File: src/sv/tkv_pkg.sv
// Package for the timestamped key-value table.
// Holds table size, widths, status codes and the controller/datapath structs.
// No dependencies.
`default_nettype none

package tkv_pkg;

    localparam int DEPTH  = 64;
    localparam int ADDR_W = $clog2(DEPTH);
    localparam int CNT_W  = $clog2(DEPTH + 1);
    localparam int DATA_W = 32;

    localparam logic [1:0] ST_WRITE_DONE = 2'd0;
    localparam logic [1:0] ST_READ_HIT   = 2'd1;
    localparam logic [1:0] ST_READ_MISS  = 2'd2;
    localparam logic [1:0] ST_WRITE_DROP = 2'd3;

    localparam logic MODE_STORE = 1'b0;
    localparam logic MODE_READ  = 1'b1;

    typedef struct packed {
        logic [DATA_W-1:0] key;
        logic [DATA_W-1:0] stamp;
        logic [DATA_W-1:0] value;
    } t_entry;

    typedef struct packed {
        logic load;
        logic read;
        logic finish;
    } t_cmd;

    typedef struct packed {
        logic empty;
        logic last;
    } t_stat;

endpackage

`default_nettype wire

File: src/sv/tkv_ctrl.sv
// Controller for the timestamped key-value table.
// Sequences load, table scan, drain and finish; depends on tkv_pkg.
`default_nettype none

module tkv_ctrl (
    input  wire           i_clk,
    input  wire           i_rst_n,
    input  wire           start,
    output logic          busy,
    input  tkv_pkg::t_stat i_stat,
    output tkv_pkg::t_cmd  o_cmd
);
    import tkv_pkg::*;

    typedef enum logic [3:0] {
        S_IDLE   = 4'b0001,
        S_SCAN   = 4'b0010,
        S_DRAIN  = 4'b0100,
        S_FINISH = 4'b1000
    } t_state;

    t_state r_state;
    t_state n_state;

    always_ff @(posedge i_clk) begin
        if (!i_rst_n) begin
            r_state <= S_IDLE;
        end else begin
            r_state <= n_state;
        end
    end

    always_comb begin
        n_state      = r_state;
        o_cmd.load   = 1'b0;
        o_cmd.read   = 1'b0;
        o_cmd.finish = 1'b0;
        unique case (r_state)
            S_IDLE: begin
                if (start) begin
                    o_cmd.load = 1'b1;
                    n_state    = i_stat.empty ? S_FINISH : S_SCAN;
                end
            end
            S_SCAN: begin
                o_cmd.read = 1'b1;
                if (i_stat.last) begin
                    n_state = S_DRAIN;
                end
            end
            S_DRAIN: begin
                n_state = S_FINISH;
            end
            S_FINISH: begin
                o_cmd.finish = 1'b1;
                n_state      = S_IDLE;
            end
            default: begin
                n_state = S_IDLE;
            end
        endcase
    end

    assign busy = (r_state != S_IDLE);

endmodule

`default_nettype wire

File: config.mk
export PLATFORM = sky130hd
export DESIGN_NAME = tkv_ctrl
export DESIGN_NICKNAME = d
export VERILOG_FILES = /design/src/sv/tkv_pkg.sv /design/src/sv/tkv_ctrl.sv
export SDC_FILE = /design/constraint.sdc
export NUM_CORES = 1
export LEC_CHECK = 0
export BUFFER_PORTS_ARGS = -buffer_cell sky130_fd_sc_hd__buf_2
export CAP_MARGIN = 5
export CORE_AREA = 2 2 39 41
export DETAILED_ROUTE_END_ITERATION = 10
export DIE_AREA = 0 0 41 43
export HOLD_SLACK_MARGIN = 0.12
export PLACE_DENSITY_LB_ADDON = 0.12
export SETUP_SLACK_MARGIN = 0.05
export SLEW_MARGIN = 0
export SYNTH_ARGS = -nofsm -noshare
export SYNTH_HDL_FRONTEND = slang
export SYNTH_SLANG_ARGS = --single-unit
File: constraint.sdc
create_clock -name i_clk -period 1.6 [get_ports i_clk]
set_input_delay 0 -clock i_clk [delete_from_list [all_inputs] [get_ports i_clk]]
set_output_delay 0 -clock i_clk [all_outputs]
set_load 0.01 [all_outputs]
# Word level (Yosys, flattened, before mapping)
# Index checks and enable logic that the tools add are counted.
[classes]
n_eq_ne = 7
muxes = 8
reduce_logical = 1
[ops]
columns = ["operator", "count"]
rows = [
  ["4-bit two-way mux", 3],
  ["4-bit one-hot mux with 3 select lines", 1],
  ["4-bit by 1-bit equality test with 1-bit output (second input constant)", 1],
  ["4-bit by 2-bit equality test with 1-bit output (second input constant)", 1],
  ["4-bit by 3-bit equality test with 1-bit output (second input constant)", 1],
  ["4-bit equality test (second input constant)", 1],
  ["1-bit two-way mux", 4],
  ["2-bit != test (second input constant)", 2],
  ["4-bit by 1-bit != test with 1-bit output (second input constant)", 1],
  ["2-bit AND reduction", 1],
]
[totals]
register_bits = 4
word_cells = 17
inputBits = 5

# Depth between registers and ports, before layout
# Gate-level depths: netlist (run 1).
[logic_depth]
ltp_word = 3
ltp_mapped = 2

# Worst setup path after synthesis (run 1)
# No wires, ideal clock.
[synth_timing]
path_kind = "register -> register"
start = "register r_state[3]"
end = "register r_state[1]"
path_buffers = 0
synth_period_minus_slack_ns = 1.021
slack_ns = 0.579
t_arrival_ns = 0.960
stages_incl_launch_ff = 3
path_cell_list = "dfxtp_1 nor4b_2 a32o_1"
[synth_between]
elab_chain_len = 3
[synth_rtl]
columns = ["item", "line_no", "text"]
rows = [
  ["start: declaration", "tkv_ctrl.sv:22", "t_state r_state;"],
  ["start signal: assignment", "tkv_ctrl.sv:29", "r_state <= n_state;"],
  ["4-bit by 2-bit equality test with 1-bit output / 4-bit by 1-bit equality test with 1-bit output (equally long branches)", "tkv_ctrl.sv:38", "unique case (r_state)"],
  ["2-bit != test (no source line)", "n/a", ""],
  ["2-bit AND reduction (no source line)", "n/a", ""],
]
# Parallel ways exist; a longest one is shown, timed or not.
# A chain may end at the register's enable or synchronous reset.

# Worst setup path after layout (run 1)
[layout_timing]
start = "register r_state[3]"
end = "register r_state[2]"
# The elaborated chain is that of the path after synthesis.

==> results of run 1 <==
[tightest hold or removal path: stages]
cell                      delay, ns
sky130_fd_sc_hd__buf_2         0.09
sky130_fd_sc_hd__nor4b_1       0.05
sky130_fd_sc_hd__a32o_1        0.20
[what timing repair did]
action | in CTS | in global routing
resized for setup | 0 | 1
hold buffers | 3 | 0
hold endpoints to repair | 3 | 0
endpoints found under the setup margin | 0 | 1
[per-layer routing]
metal | up-vias | part of all wire | wire, um | track usage
met5 | - | 0 | 0 | 0
met4 | 0 | 0 | 0 | 0.08000
met3 | 0 | 0.083 | 42 | 0.06283
met2 | 4 | 0.53 | 266 | 0.09688
met1 | 98 | 0.39 | 195 | 0.06090
li1 | 109 | - | - | -
[cell families (layout without fill, tap and decap cells)]
logic type	after synthesis	after routing	synth area share
simple gates	11	11	0.4304
buf+inv	1	15	0.01816
compound gates	4	4	0.1636
flops	4	4	0.3879
[power by group]
group          switching, mW  internal, mW
sequential           0.00796         0.105
combinational         0.0171        0.0230
clock                 0.0393        0.0838
total                 0.0643         0.212
[per-stage QoR]
stage / cells / total power, mW / cell area (sq um)
after detailed placement: 44 / 0.1497 / 266.5
after global routing: 50 / 0.2951 / 327.8
after CTS: 50 / 0.2838 / 319.1
after global placement: 44 / 0.1507 / 266.5
after floorplan: 20 / 0.1327 / 206.4
final: 50 / 0.2762 / 327.8
[cell type report]
cell class,count,area (sq um),area share
Multi-Input combinational cell,15,131.4,0.4008
Sequential cell,4,80.08,0.2443
Timing Repair Buffer,11,70.07,0.2137
Clock buffer,3,22.52,0.06870
Tap cell,16,20.02,0.06107
Inverter,1,3.754,0.01145
[synth_stat cells (all sizes together)]
master,n
dfxtp,4
inv,1
and2b,1
and4b,1
nand3b,1
nor2,1
and2,1
o211a,1
nor4b,3
and3b,1
a32o,1
and3,1
o311ai,1
nor2b,1
o21ai,1
[worst min-delay path by stage]
stage / start / cells past startpoint / slack, ns / to
after detailed placement: i_stat[0] / 2 / 0.26 / r_state[2]
after floorplan: i_stat[0] / 1 / 0.15 / r_state[2]
after CTS: i_stat[1] / 3 / 0.15 / r_state[1]
after global placement: i_stat[0] / 2 / 0.27 / r_state[2]
after global routing: i_stat[1] / 3 / 0.15 / r_state[1]
final: i_stat[1] / 3 / 0.15 / r_state[1]
==> results.yml, run 1 <==
route:
  drt_drc_violations_left: 0
  drt_pass1_iterations: 3
  detail_route.wl_per_cell_um: 10.08
  route.vias.total: 211
  ant_nets: 0
  vias_per_std_cell: 4.220
  drt-initial-drc-count: 5
  drt_wl_total_um: 504
critical_path:
  r2r-start: "r_state[3]"
  cp.required_ns: 1.77
  critical_path_cell_list: "nor4b_4, and3_1, dlygate4sd3_1"
  crit_type: "reg -> reg"
  r2r.worst_path.cells: 3
  worst_path_dominant_cell_family: "buffers and inverters"
  cp-endpoint: "r_state[2]"
  critical_path.max_fanout: 5
  slowest_stage: "sky130_fd_sc_hd__dlygate4sd3_1"
  critical_path.n_buffers_inverters: 1
  critPathArrivalTime_ns: 1.64
  r2r_end: "r_state[2]"
  critical_path_cell_count: 3
  worstSetupStartpointType: "flop"
  worst_path_largest_cell_delay_ns: 0.54
  reg2reg_setup_slack_ns: 0.13
  critical_path_end_type: "flop"
  cp_startpoint: "r_state[3]"
clocking:
  cts.htree.levels: 1
  clkLatencyLatePin_ns: 0.23
  tritoncts.num_buffers: 3
  path_clk_slew_ns: 0.04
  clkSinkCount: 4
  setup_fix_buffers_added_after_clock_tree_synthesis: 0
  cts_max_path_buffers: 2
  cts.root.buffer_cell: "sky130_fd_sc_hd__clkbuf_4"
  cts_tree: "yes"
floorplanning:
  die_height_um: 43
  start_util: 0.1492
  ioPinCount: 9
  die_w_um: 41
  std_cell_rows: 14
  design.core.area_sq_um: 1384
  fp.dieArea_sq_um: 1763
sta:
  tns_ns: 0
  timing.slew.headroom: 0.8243
  slew_viol_final: 0
  timing.final.crit_period_ns: 1.467
  transition_at_the_pin_with_the_smallest_max_transition_slack_ns: 0.2599
  fin_crit_sh: 0.9168
  hold_viol_final: 0
  timing.hold.ws_ns: 0.1544
  clock_skew_ns: 0.002980
  grt_setup_unrepaired: "false"
  fmax_ghz: 0.6817
  setup_slack_ns: 0.1332
  setup_viol: 0
power:
  cellLeakagePower_nw: 0.1514
  power.ir.vdd_worst_v: 0.0002500
  power_density_nw_per_um2: 842.5
logic_synthesis:
  synthesis.yosys.warnings: 0
  ys_types: 16
  yosys.area.top_type: "sky130_fd_sc_hd__dfxtp_1"
  synth_fp_nets: 25
  avgSynthCellArea_sq_um: 10.32
  synth_sequential_area_ratio: 0.3879
  syn-instance-count: 20
  post_synth_instance_area_sq_um: 206.4
  synth_largest_type_area_fraction: 0.3879
  postSynthRegisterBits: 4
  synth_top_cells_by_area: "sky130_fd_sc_hd__dfxtp_1 39%, sky130_fd_sc_hd__nor4b_1 8.5%, sky130_fd_sc_hd__nor4b_2 7.3%"
place:
  gp_routability_congestion: 0.6856
  hpwl_um: 386.2
  count_of_input_and_output_buffers: 8
  dp_slack_ns: 0.6093
global_routing:
  track_usage: 0.07422
  number_of_antenna_violations_at_the_first_check_in_global_routing: 0
  grt_pass1_vias: 208
  grt_first_pass_wirelength_um: 759
  globalRoute.totalOverflow: 0
  largest_net_degree_at_the_start_of_global_routing: 8
layout:
  most-common-layout-cells: "8 x sky130_fd_sc_hd__buf_2, 4 x sky130_fd_sc_hd__dfxtp_1, 3 x sky130_fd_sc_hd__clkbuf_4, 3 x sky130_fd_sc_hd__dlygate4sd3_1, 2 x sky130_fd_sc_hd__nor4b_1"
  design.final.nets: 41
  largest_register: "r_state"
  drive_above_1_share: 0.3529
  n_fill_cell: 159
  antenna_cells: 0
  area_delta_synth_final_pct: 58.79
  core_utilization_of_the_finished_layout: 0.2369
  largest_register_ffs: 4
  layout.cells.most_common: "sky130_fd_sc_hd__buf_2"
  top_regs: "r_state (4)"
status:
  status: "completed"
worst_hold_path:
  path_type_of_the_worst_min_delay_path: "in -> reg"
run:
  max_cap_viol_count: 0
(Power assumes the default switching activity.)
==> inputs of run 2 (changes only) <==
--- a/config.mk
+++ b/config.mk
@@ -5,6 +5,7 @@
 export SDC_FILE = /design/constraint.sdc
 export NUM_CORES = 1
 export LEC_CHECK = 0
+export ABC_AREA = 1
 export BUFFER_PORTS_ARGS = -buffer_cell sky130_fd_sc_hd__buf_2
 export CAP_MARGIN = 5
 export CORE_AREA = 2 2 39 41
==> run 2 against run 1 <==
Compared with the run above:
- flip-flop and latch count unchanged
- utilization increased by 2.1 points
- setup slack improved by 0.055 ns
- clock-buffer cell count unchanged
- maximum frequency increased by 3.9%
- synthesized area increased by 13%
- non-clock buffer count increased by 1
- first-iteration DRC count unchanged
- highest routed layer unchanged
==> results.yml, run 2 <==
clocking:
  cts.root.buffer_cell: "sky130_fd_sc_hd__clkbuf_4"
  post_cts_hold_buffer_count: 4
  tritoncts.num_buffers: 3
  path_clk_slew_ns: 0.04
  cts-resized-gates: 0
  setup_fix_buffers_added_after_clock_tree_synthesis: 0
  cts_max_path_buffers: 2
  cts_tree: "yes"
  clkSinkCount: 4
  cts.htree.levels: 1
  clkLatencyLatePin_ns: 0.23
route:
  drt_pass1_iterations: 4
  drt_wl_total_um: 479
  ant_nets: 0
  drt-initial-drc-count: 5
  drt_drc_violations_left: 0
  route.vias.total: 256
  detail_route.wl_per_cell_um: 7.369
  vias_per_std_cell: 3.938
logic_synthesis:
  postSynth.asyncResetShare: 0
  synth_edf_count: 0
  yosys.area.top_type: "sky130_fd_sc_hd__dfxtp_1"
  ys_types: 14
  postSynth.topFlopCell: "sky130_fd_sc_hd__dfxtp_1"
  post_synth_instance_area_sq_um: 234.0
  synth_fp_nets: 39
  synth_largest_type_area_fraction: 0.3422
  synth_top_cells_by_area: "sky130_fd_sc_hd__dfxtp_1 34%, sky130_fd_sc_hd__inv_1 11%, sky130_fd_sc_hd__nand3_1 11%"
  postSynthRegisterBits: 4
  synth_sequential_area_ratio: 0.3422
  synth.top_cells.by_count: "7 x sky130_fd_sc_hd__inv_1, 5 x sky130_fd_sc_hd__nand3_1, 4 x sky130_fd_sc_hd__dfxtp_1, 4 x sky130_fd_sc_hd__nor2_1, 3 x sky130_fd_sc_hd__nand2_1"
  avgSynthCellArea_sq_um: 6.882
  syn-instance-count: 34
  synthesis.yosys.warnings: 0
  most_frequently_used_cell_type_in_the_post_synthesis_netlist: "sky130_fd_sc_hd__inv_1"
layout:
  layout.cells.most_common: "sky130_fd_sc_hd__buf_2"
  area_delta_synth_final_pct: 52.41
  n_fill_cell: 161
  largest_register_ffs: 4
  drive_above_1_share: 0.3673
  design.final.nets: 56
  most-common-layout-cells: "8 x sky130_fd_sc_hd__buf_2, 7 x sky130_fd_sc_hd__inv_1, 5 x sky130_fd_sc_hd__nand3_1"
  antenna_cells: 0
  largest_register: "r_state"
  top_regs: "r_state (4)"
sta:
  fmax_ghz: 0.7084
  tns_ns: 0
  slew_viol_final: 0
  timing.slew.headroom: 0.8646
  transition_at_the_pin_with_the_smallest_max_transition_slack_ns: 0.2012
  grt_setup_unrepaired: "false"
  setup_viol: 0
  clock_skew_ns: 0.001262
  hold_viol_final: 0
  fin_crit_sh: 0.8822
  timing.final.crit_period_ns: 1.412
floorplanning:
  std_cell_rows: 14
  start_util: 0.1691
  die_height_um: 43
  ioPinCount: 9
  die_w_um: 41
  fp.dieArea_sq_um: 1763
  design.core.area_sq_um: 1384
critical_path:
  critical_path_cell_list: "inv_1, nor2_2, nand4_1, dlygate4sd3_1, a21oi_1"
  crit_type: "reg -> reg"
  cp.required_ns: 1.76
  critPathArrivalTime_ns: 1.57
  slowest_stage: "sky130_fd_sc_hd__dlygate4sd3_1"
  worst_path_dominant_cell_family: "buffers and inverters"
  critical_path.max_fanout: 4
  critical_path_end_type: "flop"
  critical_path.n_buffers_inverters: 2
  worstSetupStartpointType: "flop"
  worst_path_largest_cell_delay_ns: 0.56
global_routing:
  track_usage: 0.07731
  globalRoute.totalOverflow: 0
  grt_pass1_vias: 255
  number_of_antenna_violations_at_the_first_check_in_global_routing: 0
  grt_first_pass_wirelength_um: 903
  largest_net_degree_at_the_start_of_global_routing: 7
power:
  cellLeakagePower_nw: 0.1902
  p_total_mw: 0.3523
  power_density_nw_per_um2: 987.8
  power.ir.vdd_worst_v: 0.0002538
run:
  max_cap_viol_count: 0
status:
  status: "completed"
place:
  count_of_input_and_output_buffers: 8
  hpwl_um: 404.1
  gp_routability_congestion: 0.6935
worst_hold_path:
  path_type_of_the_worst_min_delay_path: "in -> reg"
[run 2: stage by stage]
step	hold slack, ns	cells	utilization	setup WS (ns)	cell area [sq um]
3_3_place_gp	0.2162	58	0.2125	0.6077	294.0
2_1_floorplan	0.08421	34	-	0.6603	234.0
6_report	0.1399	65	0.2577	0.1884	356.6
4_1_cts	0.1247	65	0.2577	0.1771	356.6
3_5_place_dp	0.2150	58	0.2125	0.6367	294.0
5_1_grt	0.2107	65	0.2577	0.09357	356.6
[run 2: layer usage]
layer	GRT usage	vias up	routed length (um)	part of all wire
li1	-	139	-	-
met1	0.09325	110	217	0.45
met2	0.1031	7	243	0.51
met3	0.01571	0	18	0.038
met4	0.08000	0	0	0
met5	0	-	0	0
[run 2: worst paths after layout]
kind | start | endpoint | slack, ns | cells after the start
min reg2reg | r_state[2] | r_state[0] | 0.62 | 3
max reg2reg | r_state[0] | r_state[1] | 0.19 | 5
min | i_stat[1] | r_state[3] | 0.14 | 5
max | r_state[0] | r_state[1] | 0.19 | 5
[run 2: cell type report]
class / count / area, sq um / share of cell area
flip-flops and latches: 4 / 80.08 / 0.2246
clock buffers: 3 / 22.52 / 0.06316
inverters: 8 / 30.03 / 0.08421
well taps: 16 / 20.02 / 0.05614
repair buffers: 12 / 80.08 / 0.2246
multi-input cells: 22 / 123.9 / 0.3474
[run 2: worst register-to-register path, cell delays in order, from the launching register on]
cell and delay (ns):
sky130_fd_sc_hd__dfxtp_1 0.36, sky130_fd_sc_hd__inv_1 0.06, sky130_fd_sc_hd__nor2_2 0.15, sky130_fd_sc_hd__nand4_1 0.09, sky130_fd_sc_hd__dlygate4sd3_1 0.56, sky130_fd_sc_hd__a21oi_1 0.11
[run 2: cells by family after synthesis]
| kind of cell | Yosys count | synth area share |
|---|---|---|
| AOI/OAI and AO/OA | 1 | 0.02137 |
| DFF | 4 | 0.3423 |
| buffers and inverters | 8 | 0.1283 |
| and+or+nand+nor | 21 | 0.5080 |
[run 2: power by group]
| part | leakage, nW | internal [mW] | switching, mW |
|---|---|---|---|
| clock | 0.0138 | 0.0836 | 0.0366 |
| combinational | 0.144 | 0.0480 | 0.0617 |
| sequential | 0.0328 | 0.111 | 0.0111 |
| total | 0.190 | 0.243 | 0.109 |
